--- src/rtl/core/nms_pkg.sv ---
package nms_pkg;

    localparam int COORD_W       = 16;
    localparam int SCORE_W       = 16;
    localparam int IDX_W         = 6;
    localparam int AREA_W        = 2 * (COORD_W + 1);
    localparam int THR_W         = 16;
    localparam int PIPE_DEPTH    = 4;
    localparam int MAX_BOXES_DEF = 64;
    localparam int PADDR_W       = 2;
    localparam int PDATA_W       = 32;

    localparam logic [THR_W-1:0]   THR_RESET    = 16'd45875;
    localparam logic [PADDR_W-1:0] ADDR_OVERLAP = 2'd0;

    typedef enum logic [1:0] {
        ST_LOAD,
        ST_RUN,
        ST_FLUSH
    } nms_state_t;

    // one box as it sits in the ring
    typedef struct packed {
        logic                     valid;
        logic [IDX_W-1:0]         idx;
        logic [SCORE_W-1:0]       score;
        logic [COORD_W-1:0]       lx;
        logic [COORD_W-1:0]       ty;
        logic [COORD_W-1:0]       rx;
        logic [COORD_W-1:0]       by;
        logic signed [AREA_W-1:0] area;
    } nms_entry_t;

    typedef struct packed {
        logic insert;
        logic shift;
    } nms_cell_ctl_t;

endpackage

--- src/rtl/core/nms_iou.sv ---
module nms_iou
    import nms_pkg::*;
(
    input  logic             clk,
    input  logic             rst_n,
    input  logic             advance,
    input  logic [THR_W-1:0] threshold,
    input  nms_entry_t       leader,
    input  nms_entry_t       head,
    output nms_entry_t       tail
);

    localparam int INTER_W = 2 * COORD_W;
    localparam int SUM_W   = AREA_W + 1;
    localparam int UNI_W   = AREA_W + 2;
    localparam int LO_W    = 17;
    localparam int HI_W    = SUM_W - LO_W;
    localparam int PLO_W   = THR_W + LO_W;
    localparam int PHI_W   = THR_W + HI_W;
    localparam int PROD_W  = PHI_W + LO_W + 1;

    nms_entry_t e1_reg, e2_reg, e3_reg, e4_reg;
    logic [3:0] v_reg;

    logic [COORD_W-1:0]      w1_reg, h1_reg;
    logic [INTER_W-1:0]      inter2_reg, inter3_reg, inter4_reg;
    logic signed [SUM_W-1:0] sum2_reg;
    logic signed [UNI_W-1:0] uni3_reg;
    logic                    neg4_reg;
    logic [PLO_W-1:0]        plo4_reg;
    logic [PHI_W-1:0]        phi4_reg;

    logic [COORD_W-1:0]      mn_x, mx_x, mn_y, mx_y;
    logic signed [COORD_W:0] dw, dh;
    logic [PROD_W-1:0]       prod;
    logic                    suppress;

    always_comb
    begin
        mn_x = (leader.rx < head.rx) ? leader.rx : head.rx;
        mx_x = (leader.lx > head.lx) ? leader.lx : head.lx;
        mn_y = (leader.by < head.by) ? leader.by : head.by;
        mx_y = (leader.ty > head.ty) ? leader.ty : head.ty;
        dw   = $signed({1'b0, mn_x}) - $signed({1'b0, mx_x});
        dh   = $signed({1'b0, mn_y}) - $signed({1'b0, mx_y});
    end

    always_ff @(posedge clk)
    begin
        if (advance)
        begin
            e1_reg     <= head;
            w1_reg     <= dw[COORD_W] ? '0 : dw[COORD_W-1:0];
            h1_reg     <= dh[COORD_W] ? '0 : dh[COORD_W-1:0];
            e2_reg     <= e1_reg;
            inter2_reg <= w1_reg * h1_reg;
            sum2_reg   <= $signed({leader.area[AREA_W-1], leader.area})
                        + $signed({e1_reg.area[AREA_W-1], e1_reg.area});
            e3_reg     <= e2_reg;
            inter3_reg <= inter2_reg;
            uni3_reg   <= $signed({sum2_reg[SUM_W-1], sum2_reg})
                        - $signed({{(UNI_W-INTER_W){1'b0}}, inter2_reg});
            e4_reg     <= e3_reg;
            inter4_reg <= inter3_reg;
            neg4_reg   <= uni3_reg[UNI_W-1];
            plo4_reg   <= threshold * uni3_reg[LO_W-1:0];
            phi4_reg   <= threshold * uni3_reg[SUM_W-1:LO_W];
        end
    end

    always_ff @(posedge clk or negedge rst_n)
    begin
        if (!rst_n)
        begin
            v_reg <= '0;
        end
        else if (advance)
        begin
            v_reg <= {v_reg[2:0], head.valid};
        end
    end

    // inter * 2^16 > threshold * union, for a non-negative union
    always_comb
    begin
        prod     = PROD_W'({phi4_reg, {LO_W{1'b0}}}) + PROD_W'(plo4_reg);
        suppress = !neg4_reg && (PROD_W'({inter4_reg, 16'h0000}) > prod);
        tail       = e4_reg;
        tail.valid = v_reg[3] && !suppress;
    end

endmodule

--- config.mk ---
export PLATFORM = sky130hd
export DESIGN_NAME = nms_iou
export DESIGN_NICKNAME = d
export VERILOG_FILES = /design/src/rtl/core/nms_pkg.sv /design/src/rtl/core/nms_iou.sv
export SDC_FILE = /design/constraint.sdc
export NUM_CORES = 2
export LEC_CHECK = 0
export ABC_AREA = 1
export BUFFER_PORTS_ARGS = -buffer_cell sky130_fd_sc_hd__buf_2
export CAP_MARGIN = 0
export CELL_PAD_IN_SITES_DETAIL_PLACEMENT = 1
export CELL_PAD_IN_SITES_GLOBAL_PLACEMENT = 2
export CORE_ASPECT_RATIO = 0.9
export CORE_MARGIN = 2
export CORE_UTILIZATION = 37
export CTS_CLUSTER_DIAMETER = 100
export DETAILED_ROUTE_END_ITERATION = 7
export GPL_TIMING_DRIVEN = 0
export PLACE_DENSITY_LB_ADDON = 0.1
export SYNTH_ARGS = -nofsm -noshare
export SYNTH_HDL_FRONTEND = slang
export SYNTH_SLANG_ARGS = --single-unit
--- constraint.sdc ---
create_clock -name clk -period 5.45 [get_ports clk]
set_input_delay 0 -clock clk [delete_from_list [all_inputs] [get_ports clk]]
set_output_delay 0 -clock clk [all_outputs]
set_load 0.02 [all_outputs]
# [After elaboration in Yosys (flattened, before gate mapping)]
# Cells that the tools add are included.
[op_classes] n_lt_le_gt_ge=5 addsub=5 reduce_logical=4 n_mul=3 muxes=4
[ops] cell="$mux W16" count=4
[ops] cell="$add A51 B33 Y52" count=1
[ops] cell="$gt A48 B52 Y1" count=1
[ops] cell="$sub A35 B33 Y36" count=1
[ops] cell="$add A34 B34 Y35" count=1
[ops] cell="$mul A16 B18 Y34" count=1
[ops] cell="$sub A16 B16 Y17" count=2
[ops] cell="$mul A16 B17 Y33" count=1
[ops] cell="$gt A16 B16 Y1" count=2
[ops] cell="$lt A16 B16 Y1" count=2
[ops] cell="$mul A16 B16 Y32" count=1
[ops] cell="$logic_and A1 B1 Y1" count=2
[ops] cell="$logic_not A1 Y1" count=2
[word_totals] reg_bits=751 output_inout_bits=121 inputBits=261 word_cells=60

# [Depth between registers and ports, before layout]
[depth] ltp_word=5 depth_mapped=28

# [Worst setup path before layout]
# No wires, ideal clock.
[synth_path] path_type="register -> register" from="reg uni3_reg[26]" to="reg phi4_reg[32] (data pin)" setup_time_ns=0.252 t_arrival_ns=5.450 path_buffers=2 stages_incl_launch_ff=20 setup_slack_ns=-0.253 cell_sequence="edfxtp_1 -> clkbuf_1 -> clkbuf_1 -> nand2_1 -> fa_1 -> inv_1 -> fa_1 -> fa_1 -> fa_1 -> fa_1 -> inv_1 -> fa_1 -> inv_1 -> ha_1 -> a21o_1 -> a21boi_0 -> o21ai_0 -> a221oi_1 -> a21o_1 -> nand2_1"
[synth_between] elab_chain_len=1
[synth_lines] item="start, declared" line="nms_iou.sv:28" text="logic signed [UNI_W-1:0] uni3_reg;"
[synth_lines] item="start signal, assigned" line="nms_iou.sv:61" text="uni3_reg <= $signed({sum2_reg[SUM_W-1], sum2_reg})"
[synth_lines] item="$mul A16 B18 Y34" line="nms_iou.sv:67" text="phi4_reg <= threshold * uni3_reg[SUM_W-1:LO_W];"
[synth_lines] item="end signal, assigned" line="nms_iou.sv:67"
[synth_lines] item="end, declared" line="nms_iou.sv:31" text="logic [PHI_W-1:0] phi4_reg;"
# No other way between the ends.
# A chain may end at the register's enable or synchronous reset.

# [Final worst setup path]
[layout_path] from="reg uni3_reg[31]" to="reg phi4_reg[27] (data pin)"
# The elaborated chain is that of the path after synthesis.

==> qor.yml <==
flow_run:
  maxCapViolations: 0
logic_synthesis:
  synth_seq_area_share: 0.372
  synth_top_family_by_area: "adder cells"
  synth-async-reset-ratio: 0.00533
  ys_seq_elements: 751
  synthCells: 6199
  synth-edff-count: 747
  netlist_area_um2: 60500
  yosys.area_share.simple: 0.126
  syn_nets: 7612
  synth_compound_area_frac: 0.0570
  synth_warnings: 0
  synthXorXnorAreaFrac: 0.0269
  synthAdderAreaFrac: 0.316
  ys_types: 55
  synth.avg_cell_area_um2: 9.76
  synth_mux_area_frac: 0.000372
  synth-main-ff-cell: "edfxtp_1"
outcome:
  violations: "negative setup slack"
  status: "finished, violations left"
critical_path:
  cp_slowest_cell: "fa_2"
  cp-start-kind: "flip-flop"
  slowest_delay_ns: 0.63
  critPathCaptureType: "flip-flop"
  path_class: "flip-flop to flip-flop"
  crit_required_ns: 5.91
  worstPathArrival_ns: 6.42
  r2r-end: "phi4_reg[27]"
  r2r_slack_ns: -0.51
  crit-reg2reg-launch: "uni3_reg[31]"
  crit_chain: "buf_8 > clkbuf_16 > nand2_2 > fa_1 > fa_2 > fa_2 > inv_2 > fa_1 > fa_1 > fa_2 > ha_4 > nand2_4 > nor2_4 > and2_4 > buf_4 > nand2_1 > o211ai_1 > a21o_1 > buf_6 > xor2_4"
  ff2ff_path_depth: 20
  cp_max_fo: 7
clock_network:
  htreeDepth: 3
  clockBufferDepth: 3
  numClockSinks: 751
  clk_pin_slew_ns: 0.06
  clkLatencyLatePin_ns: 0.72
  cts-root-buf: "clkbuf_16"
  numCtsBuffers: 87
  cts_tree: "yes"
route:
  wire_per_inst_um: 21.2
  vias: 45200
  drc_errors: 0
  antenna_left: 0
  drtPass1Iterations: 5
  wl_um: 198000
  via_per_inst: 4.83
  drt_iter0_markers: 2437
finish:
  multiInputGateArea_um2: 34700
  area_delta_synth_final_pct: 27.5
  layout_common_cells: "inv_1 (1300), nand2_1 (1266), edfxtp_1 (747), fa_1 (574), ha_1 (467)"
  final_common_cell: "inv_1"
  layout-drive-gt1-share: 0.206
  fillCellCount: 17900
  nNetsFinal: 8542
  regArea_um2: 22500
timing:
  tightest_slew_ns: 1.19
  maxSlewViolCount: 0
  setup_viol: 55
  hold_viol: 0
  period_minus_slack_ns: 5.96
  setup_slack_ns: -0.507
  fmax_mhz: 168
  setup_tns_ns: -13.10
  fin_skew_ns: 0.0709
  relSlewSlack: 0.204
  rsz0062_at_grt: "yes"
  fin_crit_sh: 1.09
placed_design:
  io_buffers: 342
  dp_hpwl_um: 150000
  post-place-ws_ns: -1.79
  gp_congestion: 0.866
worst_hold_path:
  min_to: "e1_reg[116]"
  whs_path_depth: 2
  min_path_type: "input pin to flip-flop"
  hold_start: "head[116]"
global_route:
  grt_start_max_net_pins: 131
  grt-ovfl-total: 0
  grt_pass1_vias: 49800
  antenna_found_initial: 11
  grt_usage: 0.240
  grt_first_pass_wirelength_um: 301000
floorplanning:
  die_w_um: 430
  io_pins: 382
  die_h_um: 388
  die-area_um2: 167000
  row_count: 140
  start_util: 0.373
  core_um2: 162000
## per-stage QoR
stage,hold slack [ns],util,area [um2],std cells
3_3_place_gp,-0.193,0.402,65100,8671
2_1_floorplan,-0.296,-,60800,6199
4_1_cts,0.000594,0.466,75500,9269
6_report,0.0326,0.476,77100,9341
3_5_place_dp,-0.189,0.403,65300,8678
5_1_grt,0.0199,0.476,77100,9339
## Yosys cell counts (all sizes together) (10+ instances only)
library cell / instances / share of area
inv: 1414 / 0.088
nand2: 1388 / 0.087
edfxtp: 747 / 0.37
fa: 629 / 0.21
ha: 523 / 0.11
a21oi: 282 / 0.024
nor2: 274 / 0.017
clkbuf: 208 / 0.013
o21ai: 170 / 0.015
xor2: 123 / 0.018
nand3: 106 / 0.0092
xnor2: 63 / 0.0091
nand4: 53 / 0.0056
a21o: 42 / 0.0052
nor3: 37 / 0.0034
a31oi: 28 / 0.0029
a21boi: 13 / 0.0017
o21bai: 13 / 0.0018
nand3b: 10 / 0.0012
## cell type report
type,instances,share of cell area
Multi-Input combinational cell,3820,0.450
Buffer,174,0.0237
Clock buffer,107,0.0297
Tap cell,2130,0.0346
Sequential cell,751,0.292
Inverter,1414,0.0689
Timing Repair Buffer,881,0.0911
Antenna cell,9,0.000292
Clock inverter,55,0.00918
## cells by family (layout without fill, tap and decap cells)
family	after synthesis	in the layout
other cells	0	9
flops	751	751
buf+inv	1628	2631
compound gates	592	592
xor+xnor	186	186
simple gates	1888	1888
mux	2	2
fa+ha+maj	1152	1152
## critical path, delay by kind of cell, from the launching register on
kind	cells	cell delay (ns)
buf+inv	5	0.64
simple gates	5	0.39
fa+ha+maj	7	3.61
flops	1	0.48
compound gates	2	0.42
xor+xnor	1	0.16
## layer usage
metal	wire (um)	part of all wire	vias to the layer above	global-route usage
met5	0	0	-	0
met2	94100	0.47	805	0.396
met3	9560	0.048	220	0.0407
met4	4900	0.025	0	0.0598
li1	-	-	21300	-
met1	89800	0.45	22900	0.327
## how the worst max path moves through the flow
stage | start | to | slack, ns
2_1_floorplan | uni3_reg[27] | phi4_reg[28] | 0.0004
3_3_place_gp | advance | v_reg[3] | -7.75
3_5_place_dp | threshold[9] | phi4_reg[27] | -1.79
4_1_cts | w1_reg[6] | inter2_reg[28] | -0.44
5_1_grt | uni3_reg[12] | plo4_reg[27] | -0.65
6_report | uni3_reg[31] | phi4_reg[27] | -0.51
## what timing repair did
| item | in CTS | in global routing |
|---|---|---|
| gates resized for setup | 705 | 339 |
| hold buffers | 238 | 0 |
| hold endpoints to repair | 236 | 0 |
| setup endpoints to repair | 73 | 62 |
| cloned | 2 | 0 |
| setup buffers | 228 | 72 |
| pin swaps | 329 | 267 |
Power is not shown: default switching activity piles up to over one toggle a cycle in this logic, so the estimate is an artifact.
