### src/rtl/core/nms_pkg.sv
package nms_pkg;

    localparam int COORD_W       = 16;
    localparam int SCORE_W       = 16;
    localparam int IDX_W         = 6;
    localparam int AREA_W        = 2 * (COORD_W + 1);
    localparam int THR_W         = 16;
    localparam int PIPE_DEPTH    = 4;
    localparam int MAX_BOXES_DEF = 64;
    localparam int PADDR_W       = 2;
    localparam int PDATA_W       = 32;

    localparam logic [THR_W-1:0]   THR_RESET    = 16'd45875;
    localparam logic [PADDR_W-1:0] ADDR_OVERLAP = 2'd0;

    typedef enum logic [1:0] {
        ST_LOAD,
        ST_RUN,
        ST_FLUSH
    } nms_state_t;

    // one box as it sits in the ring
    typedef struct packed {
        logic                     valid;
        logic [IDX_W-1:0]         idx;
        logic [SCORE_W-1:0]       score;
        logic [COORD_W-1:0]       lx;
        logic [COORD_W-1:0]       ty;
        logic [COORD_W-1:0]       rx;
        logic [COORD_W-1:0]       by;
        logic signed [AREA_W-1:0] area;
    } nms_entry_t;

    typedef struct packed {
        logic insert;
        logic shift;
    } nms_cell_ctl_t;

endpackage

### src/rtl/core/nms_cell.sv
module nms_cell
    import nms_pkg::*;
(
    input  logic          clk,
    input  logic          rst_n,
    input  nms_cell_ctl_t ctl,
    input  nms_entry_t    new_entry,
    input  nms_entry_t    prev_entry,
    input  logic          prev_keep,
    input  nms_entry_t    next_entry,
    output nms_entry_t    entry,
    output logic          keep
);

    nms_entry_t entry_reg, entry_next;
    logic       valid_reg;

    // stay put on insert when at least as strong as the newcomer
    assign keep = valid_reg && (entry_reg.score >= new_entry.score);

    always_comb
    begin
        entry_next = entry;
        if (ctl.insert && !keep)
        begin
            entry_next = prev_keep ? new_entry : prev_entry;
        end
        else if (ctl.shift)
        begin
            entry_next = next_entry;
        end
    end

    always_ff @(posedge clk)
    begin
        entry_reg <= entry_next;
    end

    always_ff @(posedge clk or negedge rst_n)
    begin
        if (!rst_n)
        begin
            valid_reg <= 1'b0;
        end
        else
        begin
            valid_reg <= entry_next.valid;
        end
    end

    always_comb
    begin
        entry       = entry_reg;
        entry.valid = valid_reg;
    end

endmodule

### config.mk
export PLATFORM = sky130hd
export DESIGN_NAME = nms_cell
export DESIGN_NICKNAME = d
export VERILOG_FILES = /design/src/rtl/core/nms_pkg.sv /design/src/rtl/core/nms_cell.sv
export SDC_FILE = /design/constraint.sdc
export NUM_CORES = 1
export LEC_CHECK = 0
export ABC_AREA = 1
export BUFFER_PORTS_ARGS = -buffer_cell sky130_fd_sc_hd__buf_2
export CAP_MARGIN = 30
export CORE_AREA = 5 5 187 189
export DETAILED_ROUTE_END_ITERATION = 10
export DIE_AREA = 0 0 192 194
export PLACE_DENSITY = 0.57
export SYNTH_ARGS = -nofsm -noshare
export SYNTH_HDL_FRONTEND = slang
export SYNTH_SLANG_ARGS = --single-unit
### constraint.sdc
create_clock -name clk -period 11.68 [get_ports clk]
set_input_delay 1.752 -clock clk [delete_from_list [all_inputs] [get_ports clk]]
set_output_delay 1.752 -clock clk [all_outputs]
set_load 0.03 [all_outputs]
# Word-level counts from Yosys, hierarchy flattened
# Cells that the tools add are included.
[totals]
regBits = 121
inputBits = 368
out_inout_bits = 122
wordCells = 16
[classes]
magnitude_cmp = 1
muxes = 3
reduce_logical = 4
[op_table]
columns = ["operator", "count"]
rows = [
  ["121-bit two-way mux", 3],
  ["16-bit >= comparator", 1],
  ["1-bit logical AND", 2],
  ["2-bit nonzero test", 1],
  ["1-bit logical NOT", 1],
]

# Longest topological paths before layout
# Gate-level depths: netlist of run 1.
[depth]
word_depth = 5
depth_mapped = 17
depth_no_buf = 16

# Worst setup path before layout of run 1
# No wires, ideal clock.
[synth_timing]
path_kind = "input to register"
startpoint = "in new_entry[101] (netlist name)"
endpoint = "reg entry_reg (netlist bit entry[0]) (enable)"
setup_ns = 0.483
t_arrival_ns = 5.416
required_time_ns = 11.197
path_slack_ns = 5.781
path_stages = 14
n_path_buf = 1
path_cell_list = "inv_1 > ha_1 > nand2_1 > nor2_1 > nor2_1 > nand2_1 > nand2_1 > nand2_1 > nand2_1 > nand2_1 > nand2_2 > nand2_4 > buf_2 > nand2_1"
[synth_between]
elab_chain_len = 5
[synth_lines]
columns = ["item", "line_no", "text"]
rows = [
  ["start: declaration", "nms_cell.sv:7", "input nms_entry_t new_entry,"],
  ["16-bit >= comparator", "nms_cell.sv:19", "assign keep = valid_reg && (entry_reg.score >= new_entry.score);"],
  ["1-bit logical AND", "nms_cell.sv:19", ""],
  ["1-bit logical NOT", "nms_cell.sv:24", "if (ctl.insert && !keep)"],
  ["1-bit logical AND", "nms_cell.sv:24", ""],
  ["2-bit nonzero test (no line)", "-", ""],
  ["end signal: assignment", "nms_cell.sv:36", "entry_reg <= entry_next;"],
  ["end: declaration", "nms_cell.sv:15", "nms_entry_t entry_reg, entry_next;"],
]
# No other way between the ends.
# A chain may end at the register's enable or synchronous reset.

# Worst setup path after layout of run 1
[layout_timing]
startpoint = "in new_entry[101] (netlist name)"
endpoint = "out keep"
[layout_between]
elab_chain_len = 2
[layout_lines]
columns = ["item", "line_no", "text"]
rows = [
  ["16-bit >= comparator", "nms_cell.sv:19", ""],
  ["1-bit logical AND", "nms_cell.sv:19", ""],
  ["end: declaration", "nms_cell.sv:12", "output logic keep"],
]
# No other way between the ends.

==> results.yml, run 1 <==
outcome:
  status: "complete, no violations"
placement:
  detailedPlacementHpwl_um: 20000
  port_buffer_cells: 489
  routabilityCongestion: 0.837
  dpl.cell_count: 1518
  place_ws_ns: 6.55
synthesis:
  synth.most_common_cell: "sky130_fd_sc_hd__nand2_1"
  syn_inst: 619
  synth_area_per_cell_um2: 11.0
  synth_fp_nets: 1003
  synth_top_cell_area_share_pct: 53.0
  synth_area_leaders: "sky130_fd_sc_hd__edfxtp_1 (53%), sky130_fd_sc_hd__mux2i_1 (16%), sky130_fd_sc_hd__nand2_1 (8.7%), sky130_fd_sc_hd__o21ai_0 (5.7%), sky130_fd_sc_hd__o21ai_2 (5.2%)"
  synthDistinctLibCells: 22
  synth_top_area_cell: "sky130_fd_sc_hd__edfxtp_1"
  ys_top_cells_by_count: "sky130_fd_sc_hd__nand2_1 (157), sky130_fd_sc_hd__edfxtp_1 (120), sky130_fd_sc_hd__mux2i_1 (106)"
  synth-main-ff-cell: "sky130_fd_sc_hd__edfxtp_1"
  ys.warnings.count: 0
  synth_edf_count: 120
  asyncSetResetFlopFracSynth_pct: 0.826
  synth.cell_area_um2: 6800
  synth.ff_latch_count: 121
  post_synthesis_sequential_area_ratio_pct: 53.4
timing:
  slew_violations: 0
  worstMarginPinSlew_ns: 0.943
  final-setup-viol-count: 0
  worst_slew_margin_rel_pct: 37.2
  final.setup_skew_ns: 0.0130
  setup_repair_after_global_routing_missed_its_margin: "no"
  clock.fmax_mhz: 206
  finalCriticalPeriod_ns: 4.85
  post_route_setup_tns_ns: 0
  crit_share_post_route_pct: 41.5
  post-route-worst-setup-slack_ns: 6.83
  hold_viol_final: 0
clock_network:
  clock_insertion_delay_worst_skew_ns: 0.41
  clockRootBuffer: "sky130_fd_sc_hd__clkbuf_16"
  cts.hold.buffers_added: 0
  cts_setup_buffers: 0
  cts_made_buffers: 17
  cts-resized-gates: 0
  cts_num_sinks: 121
  ctsHtreeMaxLevel: 4
  cts.reportedPaths.clkPinSlew_ns: 0.06
  tritoncts: "yes"
  ctsLongestPathBuffers: 2
worst_setup_path:
  critical_path_arrival_ns: 3.09
  setup.reg_to_reg.worst_slack_ns: 8.08
  worst-path-max-fanout: 3
  cp.required_ns: 9.93
  crit_type: "input port to output pin"
  startpoint_type: "input port"
  critical_path.endpoint_type: "output pin"
die:
  core_area_um2: 33100
  io_pins: 490
  dieArea_um2: 37200
  die_y_um: 194
  placementRows: 67
  die-width_um: 192
  initial_util_pct: 20.5
detailed_routing:
  route.detailed.vias_per_inst: 3.98
  drtIter0Drc: 222
  route.detailed.wl_per_inst_um: 15.9
  vias: 6174
  post-route-drc-count: 0
  postRouteAntennaNets: 0
  dr.pass1.iters: 4
  wl_um: 24600
grt:
  largest_net_degree_at_the_start_of_global_routing: 97
  grt.met1_usage_pct: 13.8
  wire_length_of_the_first_global_routing_pass_um: 35900
  grt_pass1_vias: 6466
  antenna_found_initial: 3
  use_met3_pct: 3.98
  grt.total_usage_pct: 12.5
  gr-usage-met2_pct: 22.3
  globalRoute.totalOverflow: 0
  grt_most_used_layer: "met2"
finish:
  core_occupancy_in_the_finished_layout_pct: 30.6
  area_of_the_multi_input_gates_um2: 2800
  fin_nets: 1473
  final-seq-area_um2: 3630
  areaGrowthSynthToFinish_pct: 49.0
  fin_cells: 1550
  post_route_cells_drive_above_1_share_pct: 51.4
  antenna_cells_inserted: 0
  fill_cells: 3521
  largest_register_ffs: 120
pwr:
  cellLeakagePower_nw: 5.01
  ir_worst_vdd_uv: 85.7
  power_w: 0.00163
  power_per_cell_area_nw_per_um2: 161
worst_hold_path:
  worstHoldPathType: "flop to flop"
job:
  cap_viol_max_count: 0
-- area by class of cell --
cell class,count,share of cell area [%]
repair buffers,493,24.5
clock inverters,14,1.48
well taps,448,5.53
flip-flops and latches,121,35.8
clock buffers,18,4.24
inverters,22,0.815
multi-input cells,434,27.6
-- critical path: stages --
cell and delay [ns]:
sky130_fd_sc_hd__buf_2 0.07, sky130_fd_sc_hd__inv_1 0.04, sky130_fd_sc_hd__ha_1 0.29, sky130_fd_sc_hd__nand2_1 0.07, sky130_fd_sc_hd__nor2_1 0.12, sky130_fd_sc_hd__nor2_1 0.05, sky130_fd_sc_hd__nand2_1 0.07, sky130_fd_sc_hd__nand2_1 0.05
sky130_fd_sc_hd__nand2_1 0.08, sky130_fd_sc_hd__nand2_1 0.05, sky130_fd_sc_hd__nand2_1 0.07, sky130_fd_sc_hd__nand2_2 0.10, sky130_fd_sc_hd__inv_1 0.08, sky130_fd_sc_hd__buf_2 0.20
-- report_power, final --
part | switching [W] | leakage, nW | internal [W] | total, W
sequential | 0.0000244 | 1.24 | 0.000580 | 0.000605
clock | 0.000209 | 0.267 | 0.000315 | 0.000525
combinational | 0.000342 | 3.50 | 0.000157 | 0.000499
-- layer usage --
metal	part of all wire (%)	vias up
li1	-	3147
met1	38	2695
met2	50	293
met3	9.1	35
met4	2.7	4
met5	0.085	-
-- final timing paths --
| kind | start | to | depth (start not counted) |
|---|---|---|---|
| max | new_entry[101] | keep | 14 |
| min | valid_reg$_DFFE_PN0P_ | valid_reg$_DFFE_PN0P_ | 2 |
| max reg2reg | entry[100]$_DFFE_PP_ | entry[61]$_DFFE_PP_ | 13 |
| min reg2reg | valid_reg$_DFFE_PN0P_ | valid_reg$_DFFE_PN0P_ | 2 |
| max in group asynchronous | rst_n | valid_reg$_DFFE_PN0P_ | 1 |
| min in group asynchronous | rst_n | valid_reg$_DFFE_PN0P_ | 1 |
-- cell usage in the layout, fill, tap and decap left out, types with 5 or more instances in the layout --
| master | n |
|---|---|
| sky130_fd_sc_hd__clkbuf_16 | 17 |
| sky130_fd_sc_hd__nand2_1 | 156 |
| sky130_fd_sc_hd__inv_1 | 22 |
| sky130_fd_sc_hd__edfxtp_1 | 120 |
| sky130_fd_sc_hd__o21ai_0 | 77 |
| sky130_fd_sc_hd__ha_1 | 16 |
| sky130_fd_sc_hd__a21oi_1 | 7 |
| sky130_fd_sc_hd__mux2i_1 | 106 |
| sky130_fd_sc_hd__buf_2 | 488 |
| sky130_fd_sc_hd__clkinvlp_4 | 5 |
| sky130_fd_sc_hd__o21ai_1 | 20 |
| sky130_fd_sc_hd__o21ai_2 | 40 |
-- cells by family after synthesis --
kind of cell,Yosys count,share of synthesized area (%)
DFF,121,53.4
muxes,106,15.6
buffers and inverters,64,5.70
adders and majority gates,16,2.94
AOI/OAI and AO/OA,145,12.9
and+or+nand+nor,167,9.46
-- metrics by stage --
step | instance area (um2) | hold slack, ns
after floorplan | 6800 | 0.516
after global placement | 9550 | 0.580
after detailed placement | 9550 | 0.567
after CTS | 10100 | 0.582
after global routing | 10100 | 0.627
final | 10100 | 0.572
(Power assumes the default switching activity.)
==> run 2: changes to the inputs <==
--- a/config.mk
+++ b/config.mk
@@ -8,10 +8,10 @@
 export ABC_AREA = 1
 export BUFFER_PORTS_ARGS = -buffer_cell sky130_fd_sc_hd__buf_2
 export CAP_MARGIN = 30
-export CORE_AREA = 5 5 187 189
+export CORE_AREA = 5 5 186 188
 export DETAILED_ROUTE_END_ITERATION = 10
-export DIE_AREA = 0 0 192 194
-export PLACE_DENSITY = 0.57
+export DIE_AREA = 0 0 191 193
+export PLACE_DENSITY = 0.59
 export SYNTH_ARGS = -nofsm -noshare
 export SYNTH_HDL_FRONTEND = slang
 export SYNTH_SLANG_ARGS = --single-unit
==> constraint.sdc (replaced) <==
create_clock -name clk -period 4.1 [get_ports clk]
set_input_delay 0.615 -clock clk [delete_from_list [all_inputs] [get_ports clk]]
set_output_delay 0.615 -clock clk [all_outputs]
set_load 0.03 [all_outputs]
==> run 2 against run 1 <==
Cell count is 0.32% higher; combinational power grew to 2.9 times the previous value; largest power group unchanged; critical endpoint unchanged; clock power grew to 3.1 times the previous value; clock skew rose by 0.00067 ns; critical path depth shrank 6; largest cell class unchanged.
==> results.yml, run 2 (synthesis gave the netlist of run 1 again) <==
pwr:
  power_w: 0.00480
  power.internal_w: 0.00314
  share_seq_of_total_power_pct: 35.8
  switchingPower_w: 0.00166
  pwr-share-comb_pct: 30.4
  pwr-share-clk_pct: 33.9
  sw_ratio_pct: 34.5
  power_per_cell_area_nw_per_um2: 465
  ir_worst_vdd_uv: 234
  cellLeakagePower_nw: 5.08
clock_network:
  cts_num_sinks: 121
  ctsLongestPathBuffers: 2
  cts_made_buffers: 17
  clock_insertion_delay_worst_skew_ns: 0.42
  clockRootBuffer: "sky130_fd_sc_hd__clkbuf_16"
  cts-resized-gates: 0
  ctsHtreeMaxLevel: 4
  tritoncts: "yes"
  cts.reportedPaths.clkPinSlew_ns: 0.07
finish:
  fin_nets: 1478
  areaGrowthSynthToFinish_pct: 51.6
  area_of_the_multi_input_gates_um2: 2810
  post_route_cells_drive_above_1_share_pct: 51.6
  layout_common_cells: "sky130_fd_sc_hd__buf_2 (488), sky130_fd_sc_hd__nand2_1 (156), sky130_fd_sc_hd__edfxtp_1 (120), sky130_fd_sc_hd__mux2i_1 (106), sky130_fd_sc_hd__o21ai_0 (77)"
  fill_cells: 3510
  final-seq-area_um2: 3630
  layout.cells.most_common: "sky130_fd_sc_hd__buf_2"
  finish.instance_area_um2: 10300
  antenna_cells_inserted: 0
  largest_register_ffs: 120
  fin_cells: 1555
detailed_routing:
  dr.pass1.iters: 4
  postRouteAntennaNets: 0
  drtIter0Drc: 180
  route.detailed.vias_per_inst: 4.10
  wl_um: 25600
  vias: 6372
  post-route-drc-count: 0
  route.detailed.wl_per_inst_um: 16.5
worst_setup_path:
  setup.reg_to_reg.worst_slack_ns: 1.50
  critical_path.endpoint_type: "output pin"
  cp-startpoint: "entry[113]$_DFFE_PP_"
  r2r_cells: 9
  critical_path_arrival_ns: 2.04
  worst-path-max-fanout: 3
  regToRegStartpoint: "entry[113]$_DFFE_PP_"
  cp.required_ns: 3.48
  crit_type: "flop to output pin"
  startpoint_type: "flop"
  critical_path.reg2reg.endpoint: "entry[67]$_DFFE_PP_"
worst_hold_path:
  whs_endpoint: "entry[63]$_DFFE_PP_"
  holdCritStartpoint: "next_entry[63]"
  worstHoldPathType: "input port to flop"
  instance_count_along_the_most_critical_hold_path: 3
timing:
  final-setup-viol-count: 0
  worst_slew_margin_rel_pct: 50.6
  crit_share_post_route_pct: 64.7
  hold_viol_final: 0
  slew_violations: 0
  final.setup_skew_ns: 0.0136
  post_route_setup_tns_ns: 0
  finalHoldWorstSlack_ns: 0.463
  clock.fmax_mhz: 377
  setup_repair_after_global_routing_missed_its_margin: "no"
  finalCriticalPeriod_ns: 2.65
  worstMarginPinSlew_ns: 0.741
grt:
  largest_net_degree_at_the_start_of_global_routing: 112
  wire_length_of_the_first_global_routing_pass_um: 36000
  antenna_found_initial: 1
  globalRoute.totalOverflow: 0
  grt_pass1_vias: 6467
  grt.total_usage_pct: 12.9
job:
  cap_viol_max_count: 0
die:
  core_area_um2: 32900
  die_y_um: 193
  initial_util_pct: 20.6
  die-width_um: 191
  io_pins: 490
  dieArea_um2: 36900
  placementRows: 67
outcome:
  status: "complete, no violations"
placement:
  port_buffer_cells: 489
  dpl_cell_area_um2: 9670
  routabilityCongestion: 0.829
  dpl.cell_count: 1522
  detailedPlacementHpwl_um: 21000
run 2: cell count changes in the layout (fill, tap and decap cells not counted):
cell	before	now
sky130_fd_sc_hd__clkinv_4	3	4
sky130_fd_sc_hd__dlygate4sd3_1	0	1
sky130_fd_sc_hd__bufinv_16	2	4
sky130_fd_sc_hd__inv_6	2	1
sky130_fd_sc_hd__clkinvlp_4	5	4
sky130_fd_sc_hd__nand2_4	1	0
sky130_fd_sc_hd__clkinv_1	1	0
sky130_fd_sc_hd__buf_4	4	2
sky130_fd_sc_hd__nand2_8	1	2
sky130_fd_sc_hd__buf_12	0	6
run 2: final cells by class:
| cell class | instances | share of cell area [%] |
|---|---|---|
| Clock buffer | 18 | 4.16 |
| Clock inverter | 14 | 1.93 |
| Inverter | 22 | 0.801 |
| Multi-Input combinational cell | 434 | 27.2 |
| Sequential cell | 121 | 35.2 |
| Tap cell | 448 | 5.44 |
| Timing Repair Buffer | 498 | 25.2 |
run 2: power groups by stage:
stage | registers (W) | clock network (W) | logic, W
finish | 0.00172 | 0.00162 | 0.00146
global route | 0.00174 | 0.00174 | 0.00158
CTS | 0.00172 | 0.00169 | 0.00148
detailed placement | 0.00174 | 0 | 0.00148
global placement | 0.00174 | 0 | 0.00147
floorplan | 0.00219 | 0 | 0.000511
run 2: how the worst max path moves through the flow:
stage                          end  cells after the start
6_report                      keep                      8
5_1_grt                       keep                     12
4_1_cts                       keep                      8
3_5_place_dp   entry[71]$_DFFE_PP_                     11
3_3_place_gp   entry[66]$_DFFE_PP_                     11
2_1_floorplan   entry[0]$_DFFE_PP_                     14
run 2: timing repair:
action	4_1_cts	5_1_grt
hold buffers	1	0
setup buffers	0	0
endpoints found under the hold margin	1	0
run 2: worst max-delay path, stage by stage (launching register included):
cell	delay, ns
sky130_fd_sc_hd__edfxtp_1	0.41
sky130_fd_sc_hd__ha_1	0.30
sky130_fd_sc_hd__a21oi_1	0.22
sky130_fd_sc_hd__o21ai_0	0.12
sky130_fd_sc_hd__a21oi_1	0.14
sky130_fd_sc_hd__nand2_1	0.09
sky130_fd_sc_hd__nand2_2	0.13
sky130_fd_sc_hd__inv_1	0.05
sky130_fd_sc_hd__buf_2	0.17
run 2: per-layer routing:
layer / up-vias / GRT usage, % / share of wire (%)
met5: - / 0 / 0.027
met4: 2 / 4.12 / 1.9
met3: 21 / 5.49 / 10
met2: 284 / 22.5 / 50
met1: 2902 / 14.2 / 38
li1: 3163 / - / -
run 2: stage by stage:
step | util (%) | setup slack [ns]
2_1_floorplan | - | 0.525
3_3_place_gp | 29.3 | 1.08
3_5_place_dp | 29.3 | 1.05
4_1_cts | 31.3 | 1.35
5_1_grt | 31.3 | 1.26
6_report | 31.3 | 1.45
